==> config.mk <==
export PLATFORM = sky130hd
export DESIGN_NAME = charge_drive_relay_sequencer_top
export DESIGN_NICKNAME = d
export VERILOG_FILES = /design/src/rtl/core/cdrs_pkg.sv /design/src/rtl/core/cdrs_step.sv /design/src/rtl/core/charge_drive_relay_sequencer_top.sv
export VERILOG_INCLUDE_DIRS = /design/src /design/src/rtl/core
export SDC_FILE = /design/constraint.sdc
export NUM_CORES = 1
export LEC_CHECK = 0
export ABC_CLOCK_PERIOD_IN_PS = 4650
export BUFFER_PORTS_ARGS = -buffer_cell sky130_fd_sc_hd__clkbuf_2
export CORE_ASPECT_RATIO = 0.9
export CORE_MARGIN = 5
export CORE_UTILIZATION = 55
export CTS_CLUSTER_SIZE = 30
export DETAILED_ROUTE_END_ITERATION = 10
export PLACE_DENSITY = 0.81
export SYNTH_ARGS = -nofsm -noshare
export SYNTH_HDL_FRONTEND = slang
export SYNTH_SLANG_ARGS = --single-unit
==> constraint.sdc <==
create_clock -name clk -period 4.65 [get_ports clk]
set_input_delay 0.6975 -clock clk [delete_from_list [all_inputs] [get_ports clk]]
set_output_delay 0.6975 -clock clk [all_outputs]
set_load 0.01 [all_outputs]
==> src/rtl/core/charge_drive_relay_sequencer_top_macros.svh <==
// assertion macros for the charge/drive relay sequencer
`ifndef CHARGE_DRIVE_RELAY_SEQUENCER_TOP_MACROS_SVH
`define CHARGE_DRIVE_RELAY_SEQUENCER_TOP_MACROS_SVH

// same-cycle implication, clocked on clk, quiet during reset
`define CDRS_ASSERT_NOW(label, ante, cons, msg) \
  label: assert property (@(posedge clk) disable iff (!rst_n) (ante) |-> (cons)) \
    else $error(msg);

// next-cycle implication, clocked on clk, quiet during reset
`define CDRS_ASSERT_NEXT(label, ante, cons, msg) \
  label: assert property (@(posedge clk) disable iff (!rst_n) (ante) |=> (cons)) \
    else $error(msg);

`endif

==> src/rtl/core/cdrs_pkg.sv <==
// types, constants and sequence table of the charge/drive relay sequencer
package cdrs_pkg;

  localparam int WAIT_BITS  = 16;
  localparam int CFG_W      = 16;
  localparam int NUM_REGS   = 4;
  localparam int REG_W      = 2;
  localparam int CFG_IDX_W  = 4;
  localparam int PIN_W      = 9;
  localparam int STEP_W     = 5;
  localparam int PROG_LEN   = 29;
  localparam int IN_DATA_W  = 8;
  localparam int OUT_DATA_W = 16;
  localparam int OUT_USED_W = PIN_W + 2;
  localparam int CMP_W      = (WAIT_BITS > CFG_W) ? WAIT_BITS : CFG_W;

  localparam logic [CMP_W-1:0] WAIT_CAP = CMP_W'((64'd1 << WAIT_BITS) - 64'd1);

  typedef logic [STEP_W-1:0]    step_t;
  typedef logic [WAIT_BITS-1:0] count_t;
  typedef logic [PIN_W-1:0]     pins_t;
  typedef logic [CFG_W-1:0]     cfg_word_t;

  typedef enum logic [1:0] {K_WRITE, K_WAIT, K_SAMPLE} kind_e;
  typedef enum logic [REG_W-1:0] {REG_SHORT, REG_HALF, REG_LONG, REG_LOOP} reg_e;

  localparam pins_t P_MAIN = 9'h001;
  localparam pins_t P_ACIN = 9'h002;
  localparam pins_t P_SBAT = 9'h004;
  localparam pins_t P_ELOW = 9'h008;
  localparam pins_t P_EHI  = 9'h010;
  localparam pins_t P_EYS  = 9'h020;
  localparam pins_t P_SMPS = 9'h040;
  localparam pins_t P_BMS  = 9'h080;
  localparam pins_t P_TEL  = 9'h100;
  localparam pins_t P_NONE = 9'h000;

  localparam step_t STEP_FIRST    = 5'd0;
  localparam step_t STEP_SAMPLE   = 5'd3;
  localparam step_t STEP_LOOPWAIT = 5'd4;
  localparam step_t STEP_CHARGE   = 5'd5;
  localparam step_t STEP_DRIVE    = 5'd16;
  localparam step_t STEP_LIMIT    = STEP_W'(PROG_LEN);

  localparam cfg_word_t SHORT_RST = 16'd20;
  localparam cfg_word_t HALF_RST  = 16'd500;
  localparam cfg_word_t LONG_RST  = 16'd1000;
  localparam cfg_word_t LOOP_RST  = 16'd50;

  // one sequence op; last is the final step of the straight run it belongs to
  typedef struct packed {
    kind_e kind;
    pins_t set;
    pins_t clr;
    reg_e  rsel;
    step_t nxt;
    step_t last;
  } op_t;

  typedef struct packed {
    cfg_word_t short_wait;
    cfg_word_t half_wait;
    cfg_word_t long_wait;
    cfg_word_t loop_wait;
  } cfg_t;

  typedef struct packed {
    step_t  step;
    count_t count;
    logic   last_ac;
    pins_t  pins;
    logic   mode;
  } state_t;

  localparam op_t PROG [PROG_LEN] = '{
    // power-up
    '{K_WRITE,  P_BMS | P_ELOW | P_TEL | P_EYS | P_SMPS, P_MAIN | P_ACIN | P_SBAT,
      REG_SHORT, 5'd1, 5'd2},
    '{K_WAIT,   P_NONE, P_NONE, REG_LONG,  5'd2,  5'd2},
    '{K_WRITE,  P_EHI,  P_NONE, REG_SHORT, 5'd3,  5'd2},
    // loop
    '{K_SAMPLE, P_NONE, P_NONE, REG_SHORT, 5'd4,  5'd3},
    '{K_WAIT,   P_NONE, P_NONE, REG_LOOP,  5'd3,  5'd4},
    // into charge mode
    '{K_WRITE,  P_NONE, P_EHI,  REG_SHORT, 5'd6,  5'd15},
    '{K_WAIT,   P_NONE, P_NONE, REG_HALF,  5'd7,  5'd15},
    '{K_WRITE,  P_NONE, P_EYS,  REG_SHORT, 5'd8,  5'd15},
    '{K_WAIT,   P_NONE, P_NONE, REG_HALF,  5'd9,  5'd15},
    '{K_WRITE,  P_NONE, P_ELOW, REG_SHORT, 5'd10, 5'd15},
    '{K_WAIT,   P_NONE, P_NONE, REG_LONG,  5'd11, 5'd15},
    '{K_WRITE,  P_SBAT, P_NONE, REG_SHORT, 5'd12, 5'd15},
    '{K_WAIT,   P_NONE, P_NONE, REG_LONG,  5'd13, 5'd15},
    '{K_WRITE,  P_ACIN, P_NONE, REG_SHORT, 5'd14, 5'd15},
    '{K_WAIT,   P_NONE, P_NONE, REG_LONG,  5'd15, 5'd15},
    '{K_WRITE,  P_NONE, P_SMPS, REG_SHORT, 5'd4,  5'd15},
    // into drive mode
    '{K_WRITE,  P_NONE, P_SBAT, REG_SHORT, 5'd17, 5'd28},
    '{K_WAIT,   P_NONE, P_NONE, REG_SHORT, 5'd18, 5'd28},
    '{K_WRITE,  P_NONE, P_ACIN, REG_SHORT, 5'd19, 5'd28},
    '{K_WAIT,   P_NONE, P_NONE, REG_LONG,  5'd20, 5'd28},
    '{K_WRITE,  P_SMPS, P_NONE, REG_SHORT, 5'd21, 5'd28},
    '{K_WAIT,   P_NONE, P_NONE, REG_LONG,  5'd22, 5'd28},
    '{K_WRITE,  P_ELOW, P_NONE, REG_SHORT, 5'd23, 5'd28},
    '{K_WAIT,   P_NONE, P_NONE, REG_LONG,  5'd24, 5'd28},
    '{K_WRITE,  P_EYS,  P_NONE, REG_SHORT, 5'd25, 5'd28},
    '{K_WAIT,   P_NONE, P_NONE, REG_LONG,  5'd26, 5'd28},
    '{K_WRITE,  P_EHI,  P_NONE, REG_SHORT, 5'd27, 5'd28},
    '{K_WAIT,   P_NONE, P_NONE, REG_SHORT, 5'd28, 5'd28},
    '{K_WRITE,  P_NONE, P_MAIN, REG_SHORT, 5'd4,  5'd28}
  };

  // register value clipped to the widest count the wait counter holds
  function automatic count_t wait_target(cfg_t cfg, reg_e rsel);
    cfg_word_t        raw;
    logic [CMP_W-1:0] wide;
    unique case (rsel)
      REG_SHORT: raw = cfg.short_wait;
      REG_HALF:  raw = cfg.half_wait;
      REG_LONG:  raw = cfg.long_wait;
      REG_LOOP:  raw = cfg.loop_wait;
      default:   raw = cfg.short_wait;
    endcase
    wide = CMP_W'(raw);
    if (wide > WAIT_CAP) wide = WAIT_CAP;
    return WAIT_BITS'(wide);
  endfunction

endpackage

==> src/rtl/core/cdrs_step.sv <==
// one tick of the sequencer: resting step, sample and following run in one pass
module cdrs_step (
  input  cdrs_pkg::state_t st_i,
  input  cdrs_pkg::cfg_t   cfg_i,
  input  logic             ac_i,
  output cdrs_pkg::state_t st_o
);
  import cdrs_pkg::*;

  typedef struct packed {
    logic  blocked;
    step_t stop;
    step_t exit_step;
    pins_t pins;
  } walk_t;

  // runs the straight run that holds pos until a wait that does not expire
  function automatic walk_t walk(step_t pos, pins_t pins, logic first_pass,
                                 logic [NUM_REGS-1:0] zero);
    walk_t w;
    logic  run;
    logic  pass;
    step_t seg_last;
    seg_last    = PROG[pos].last;
    w.blocked   = 1'b0;
    w.stop      = pos;
    w.exit_step = PROG[seg_last].nxt;
    w.pins      = pins;
    run         = 1'b1;
    for (int i = 0; i < PROG_LEN; i++) begin
      if (run && STEP_W'(i) >= pos && STEP_W'(i) <= seg_last) begin
        pass = (STEP_W'(i) == pos) ? first_pass : zero[PROG[i].rsel];
        if (PROG[i].kind == K_WRITE) begin
          w.pins = (w.pins | PROG[i].set) & ~PROG[i].clr;
        end else if (PROG[i].kind == K_WAIT && !pass) begin
          run       = 1'b0;
          w.blocked = 1'b1;
          w.stop    = STEP_W'(i);
        end
      end
    end
    return w;
  endfunction

  logic [NUM_REGS-1:0] zero;
  step_t               s;
  logic                cnt_ok;
  logic                reach;
  pins_t               pins_mid;
  walk_t               w1;
  walk_t               w2;

  always_comb begin
    zero[REG_SHORT] = (cfg_i.short_wait == '0);
    zero[REG_HALF]  = (cfg_i.half_wait == '0);
    zero[REG_LONG]  = (cfg_i.long_wait == '0);
    zero[REG_LOOP]  = (cfg_i.loop_wait == '0);

    // an out-of-range step falls back to the sample step
    s      = (st_i.step < STEP_LIMIT) ? st_i.step : STEP_SAMPLE;
    cnt_ok = (st_i.count >= wait_target(cfg_i, PROG[s].rsel));
    w1     = walk(s, st_i.pins, cnt_ok, zero);

    st_o     = st_i;
    reach    = 1'b0;
    pins_mid = st_i.pins;

    if (s == STEP_SAMPLE) begin
      reach = 1'b1;
    end else begin
      pins_mid  = w1.pins;
      st_o.pins = w1.pins;
      if (w1.blocked) begin
        st_o.step  = w1.stop;
        st_o.count = (w1.stop == s) ? st_i.count + WAIT_BITS'(1) : WAIT_BITS'(1);
      end else if (w1.exit_step == STEP_LOOPWAIT && !zero[REG_LOOP]) begin
        st_o.step  = STEP_LOOPWAIT;
        st_o.count = WAIT_BITS'(1);
      end else begin
        reach = 1'b1;
      end
    end

    w2 = walk(ac_i ? STEP_CHARGE : STEP_DRIVE, pins_mid, 1'b1, zero);

    if (reach) begin
      if (ac_i != st_i.last_ac && !w2.blocked) begin
        st_o.last_ac = ac_i;
        st_o.mode    = ac_i;
        st_o.pins    = w2.pins;
      end
      if (ac_i != st_i.last_ac && w2.blocked) begin
        st_o.last_ac = ac_i;
        st_o.mode    = ac_i;
        st_o.pins    = w2.pins;
        st_o.step    = w2.stop;
        st_o.count   = WAIT_BITS'(1);
      end else if (zero[REG_LOOP]) begin
        // loop wait of zero: the tick ends back at the sample step
        st_o.step  = STEP_SAMPLE;
        st_o.count = '0;
      end else begin
        st_o.step  = STEP_LOOPWAIT;
        st_o.count = WAIT_BITS'(1);
      end
    end
  end

endmodule

==> src/rtl/core/charge_drive_relay_sequencer_top.sv <==
// top level of the charge/drive relay sequencer with stream and register ports
// Each input item is one timer tick carrying the sampled AC level; every item
// gives exactly one result item with the nine pin levels, the sequencing flag
// and the current mode. Items are taken one per clock cycle and the result
// appears in the cycle after acceptance: the whole tick (finishing the current
// wait, the AC sample and any run of writes whose waits are zero) is worked out
// by one combinational pass over the fixed sequence table, and a single output
// register holds the result, so a new item is accepted whenever that register
// is empty or is being read. Register writes are taken at any time (cfg_ready
// is always high) and should be made while the block is idle.
`include "charge_drive_relay_sequencer_top_macros.svh"

module charge_drive_relay_sequencer_top (
  input  logic                              clk,
  input  logic                              rst_n,
  input  logic                              in_tvalid,
  output logic                              in_tready,
  input  logic [cdrs_pkg::IN_DATA_W-1:0]    in_tdata,    // [0] ac_present
  output logic                              out_tvalid,
  input  logic                              out_tready,
  // [0] main_relay, [1] ac_in_relay, [2] smps_battery_relay, [3] engine_low_relay,
  // [4] engine_high_relay, [5] energy_sys_enable, [6] smps_enable, [7] bms_enable,
  // [8] telemetry_enable, [9] sequencing, [10] charge_mode
  output logic [cdrs_pkg::OUT_DATA_W-1:0]   out_tdata,
  input  logic                              cfg_valid,
  output logic                              cfg_ready,
  input  logic [cdrs_pkg::CFG_IDX_W-1:0]    cfg_index,
  input  logic [cdrs_pkg::CFG_W-1:0]        cfg_data
);
  import cdrs_pkg::*;

  state_t                st_r;
  state_t                st_nxt;
  cfg_t                  cfg_r;
  logic                  out_vld_r;
  logic [OUT_DATA_W-1:0] out_data_r;
  logic [OUT_DATA_W-1:0] out_data_nxt;
  logic                  in_acc;
  logic                  seq_busy;

  cdrs_step u_step (
    .st_i  (st_r),
    .cfg_i (cfg_r),
    .ac_i  (in_tdata[0]),
    .st_o  (st_nxt)
  );

  assign in_tready = !out_vld_r || out_tready;
  assign in_acc    = in_tvalid && in_tready;
  assign cfg_ready = 1'b1;

  assign seq_busy     = (st_nxt.step != STEP_SAMPLE) && (st_nxt.step != STEP_LOOPWAIT);
  assign out_data_nxt = OUT_DATA_W'({st_nxt.mode, seq_busy, st_nxt.pins});

  assign out_tvalid = out_vld_r;
  assign out_tdata  = out_data_r;

  always_ff @(posedge clk) begin
    if (!rst_n) begin
      st_r.step    <= STEP_FIRST;
      st_r.count   <= '0;
      st_r.last_ac <= 1'b0;
      st_r.pins    <= '0;
      st_r.mode    <= 1'b0;
      out_vld_r    <= 1'b0;
    end else begin
      if (in_acc) begin
        st_r <= st_nxt;
      end
      if (in_acc) begin
        out_vld_r <= 1'b1;
      end else if (out_tready) begin
        out_vld_r <= 1'b0;
      end
    end
  end

  always_ff @(posedge clk) begin
    if (in_acc) begin
      out_data_r <= out_data_nxt;
    end
  end

  always_ff @(posedge clk) begin
    if (!rst_n) begin
      cfg_r.short_wait <= SHORT_RST;
      cfg_r.half_wait  <= HALF_RST;
      cfg_r.long_wait  <= LONG_RST;
      cfg_r.loop_wait  <= LOOP_RST;
    end else if (cfg_valid && cfg_ready && cfg_index < CFG_IDX_W'(NUM_REGS)) begin
      unique case (reg_e'(cfg_index[REG_W-1:0]))
        REG_SHORT: cfg_r.short_wait <= cfg_data;
        REG_HALF:  cfg_r.half_wait  <= cfg_data;
        REG_LONG:  cfg_r.long_wait  <= cfg_data;
        REG_LOOP:  cfg_r.loop_wait  <= cfg_data;
        default:   cfg_r.short_wait <= cfg_r.short_wait;
      endcase
    end
  end

  `CDRS_ASSERT_NEXT(a_acc_gives_result, in_acc, out_vld_r, "accepted item gave no result")
  `CDRS_ASSERT_NEXT(a_state_holds, !in_acc, $stable(st_r), "state moved without an item")
  `CDRS_ASSERT_NOW(a_step_range, 1'b1, st_r.step < STEP_LIMIT, "step index out of range")
  `CDRS_ASSERT_NOW(a_sample_count, st_r.step == STEP_SAMPLE, st_r.count == '0,
                   "wait count left over at the sample step")

endmodule

==> impl_metrics.yaml <==
outcome:
  status: "finished, violations left"
  failed_checks: "negative setup slack"
layout:
  antenna_cells: 0
  multi_input_area_mm2: 0.004418
  seqCellArea_mm2: 0.002283
  area_growth_pct: 26.74
  fill_cells: 946
  final_cells: 1167
  nets: 1057
  drive_gt1_share_pct: 27.11
sta:
  relSlewSlack_pct: 29.74
  setup_viol: 20
  skew_ns: 0.01012
  fmax_ghz: 0.2063
  fin_crit_ns: 4.847
  hold_violations: 0
  rsz0062_at_grt: "yes"
  period_share_pct: 104.2
  holdWs_ns: 0.4589
  worst_pin_slew_ns: 1.052
  setup_slack_ns: -0.1971
  slew_violations: 0
route:
  viasPerCell: 6.165
  drc: 0
  drt_pass1_iterations: 6
  wl_per_cell_um: 19.13
  drtIter0Drc: 1050
  vias: 7194
  routed_wl_um: 22330
  ant_nets: 0
power_and_ir_drop:
  ir_drop_mv: 0.4250
  p_leak_uw: 0.003358
  power.density_mw_per_mm2: 786.6
grt:
  grt_usage_pct: 29.11
  grt_pass1_wl_um: 33580
  grt_pass1_vias: 6394
  grt-ovfl-total: 0
  antenna_found_initial: 0
  grt_max_degree: 49
hold_path:
  hold_path_class: "reg2reg"
yosys:
  synth_top_area_share_pct: 29.14
  synth.most_common_cell: "nand2_1"
  netlist_top_cells_count: "205 x nand2_1, 98 x a21oi_1, 97 x dfxtp_1"
  avgSynthCellArea_um2: 7.446
  ys_seq_area_share_pct: 34.10
  synth_cells: 895
  synth_flop_cell: "dfxtp_1"
  synth_area_leader_cell: "dfxtp_1"
  synth_area_leaders: "dfxtp_1 29%, nand2_1 12%, a21oi_1 7.4%"
  synth_cell_types: 82
  synth_area_mm2: 0.006664
  synth_edf_count: 11
  synth_warnings: 0
  synthArstFlopShare_pct: 0
  synth-seq-cells: 108
clock_tree:
  cts_buffers: 9
  clk_latency_ns: 0.36
  cts_tree: "yes"
  clkTransAtPathRegs_ns: 0.07
  htree_levels: 3
  clockRootBuffer: "clkbuf_16"
  hold_buffers: 0
  cts_sinks: 108
  clock_path_buffers: 2
setup_path:
  cp.required_ns: 4.86
  cp-start-kind: "flip-flop"
  crit_fanout: 7
  criticalPathCategory: "reg2reg"
  crit_arrival_ns: 5.05
  worstSetupEndpointType: "flip-flop"
floorplanning:
  die_w_um: 126.0
  rows: 38
  core-area_mm2: 0.01198
  initial_core_util_pct: 55.62
  dieArea_mm2: 0.01442
  die_h_um: 114.4
  ios: 52
placed_design:
  port_buffers: 38
  gp_congestion: 1.010
  dp.cells: 1127
  hpwl_um: 15520
job:
  drv_cap: 0
==> through the flow <==
stage	area, um^2	TNS (ns)	total power [uW]	util (%)	worst slack [ns]
2_1_floorplan	6720	0	3216	-	0.01219
3_3_place_gp	7482	-4.060	4646	62.45	-0.2764
3_5_place_dp	7482	-5.284	4704	62.45	-0.3515
4_1_cts	8004	-0.001553	5870	66.80	-0.001553
5_1_grt	8446	-7.542	6997	70.49	-0.3465
6_report	8446	-3.028	6643	70.49	-0.1971
==> repair_timing <==
action	in CTS	in global routing
cloned	2	1
endpoints found under the setup margin	27	36
gates resized for setup	44	70
setup buffers	4	18
pin swaps	14	39
==> logic make-up after synthesis <==
| group | Yosys count | synth area share [%] |
|---|---|---|
| adders and majority gates | 22 | 4.131 |
| other | 2 | 0.1127 |
| AOI/OAI and AO/OA | 228 | 22.08 |
| buffers and inverters | 74 | 5.107 |
| and+or+nand+nor | 443 | 31.90 |
| xor gates and xnor gates | 13 | 1.709 |
| DFF | 108 | 34.10 |
| muxes | 5 | 0.8636 |
==> routing by layer <==
metal  wire length, um  share of wire (%)  vias to the layer above  GRT usage [%]
met5                 0                  0                        -              0
met4               463                2.1                        0          9.364
met3              2467                 11                       48          6.950
met2             10160                 46                      412          44.49
met1              9236                 41                     3347          40.78
li1                  -                  -                     3387              -
==> where the power goes <==
part | internal (uW) | leakage [uW] | switching, uW
Clock | 468 | 0.000158 | 352
Sequential | 1060 | 0.000895 | 71.3
Combinational | 2200 | 0.00230 | 2500
==> flip-flops by register name, indices dropped and copies added (netlist names) <==
register	flops
cfg_r	64
out_tdata	11
out_tvalid	1
st_r	32
==> final timing paths <==
check | cells past startpoint | end | start | slack (ns)
setup / recovery | 25 | st_r[14] | st_r[28] | -0.20
hold / removal | 2 | st_r[3] | st_r[3] | 0.46
setup reg to reg | 25 | st_r[14] | st_r[28] | -0.20
hold reg to reg | 2 | st_r[3] | st_r[3] | 0.46
==> cells in the final DEF, fill, tap and decap left out, types with 7 or more instances in the layout <==
master       n
and4_1       7
buf_6        7
nor3_1      11
nor4_1      19
nand2_1    201
xor2_1       9
a21oi_1     95
edfxtp_1    11
and3_1      13
clkbuf_2    38
inv_1       11
nor3_2      14
o21ai_2     16
o21ai_0     22
clkbuf_16   10
nand3_1     34
buf_4      102
and2_1      11
dfxtp_1     94
nand4_1     13
ha_1        21
nand2b_1     8
nor2_1      71
o21ai_1     15
==> final cells by class <==
class	instances	area share [%]
Clock buffer	13	3.200
Clock inverter	3	0.5926
Inverter	13	0.5778
Multi-Input combinational cell	717	52.31
Sequential cell	108	27.04
Tap cell	160	2.370
Timing Repair Buffer	153	13.91
==> critical path, stage by stage (launching register included) <==
cell       delay [ns]
dfxtp_4          0.39
mux2i_1          0.18
nor2_1           0.06
a21oi_1          0.11
o21a_2           0.20
buf_12           0.14
buf_16           0.12
nor2_2           0.04
o21ai_2          0.19
o21ai_2          0.10
ha_1             0.35
nand4_4          0.14
buf_4            0.16
nor3_2           0.28
a2111oi_4        0.11
buf_4            0.15
and3_4           0.16
buf_4            0.14
a31oi_2          0.22
o31ai_2          0.11
a311oi_2         0.32
buf_4            0.19
mux2_4           0.33
a21oi_4          0.26
clkbuf_16        0.21
nor3_2           0.04
(Power assumes the default switching activity.)
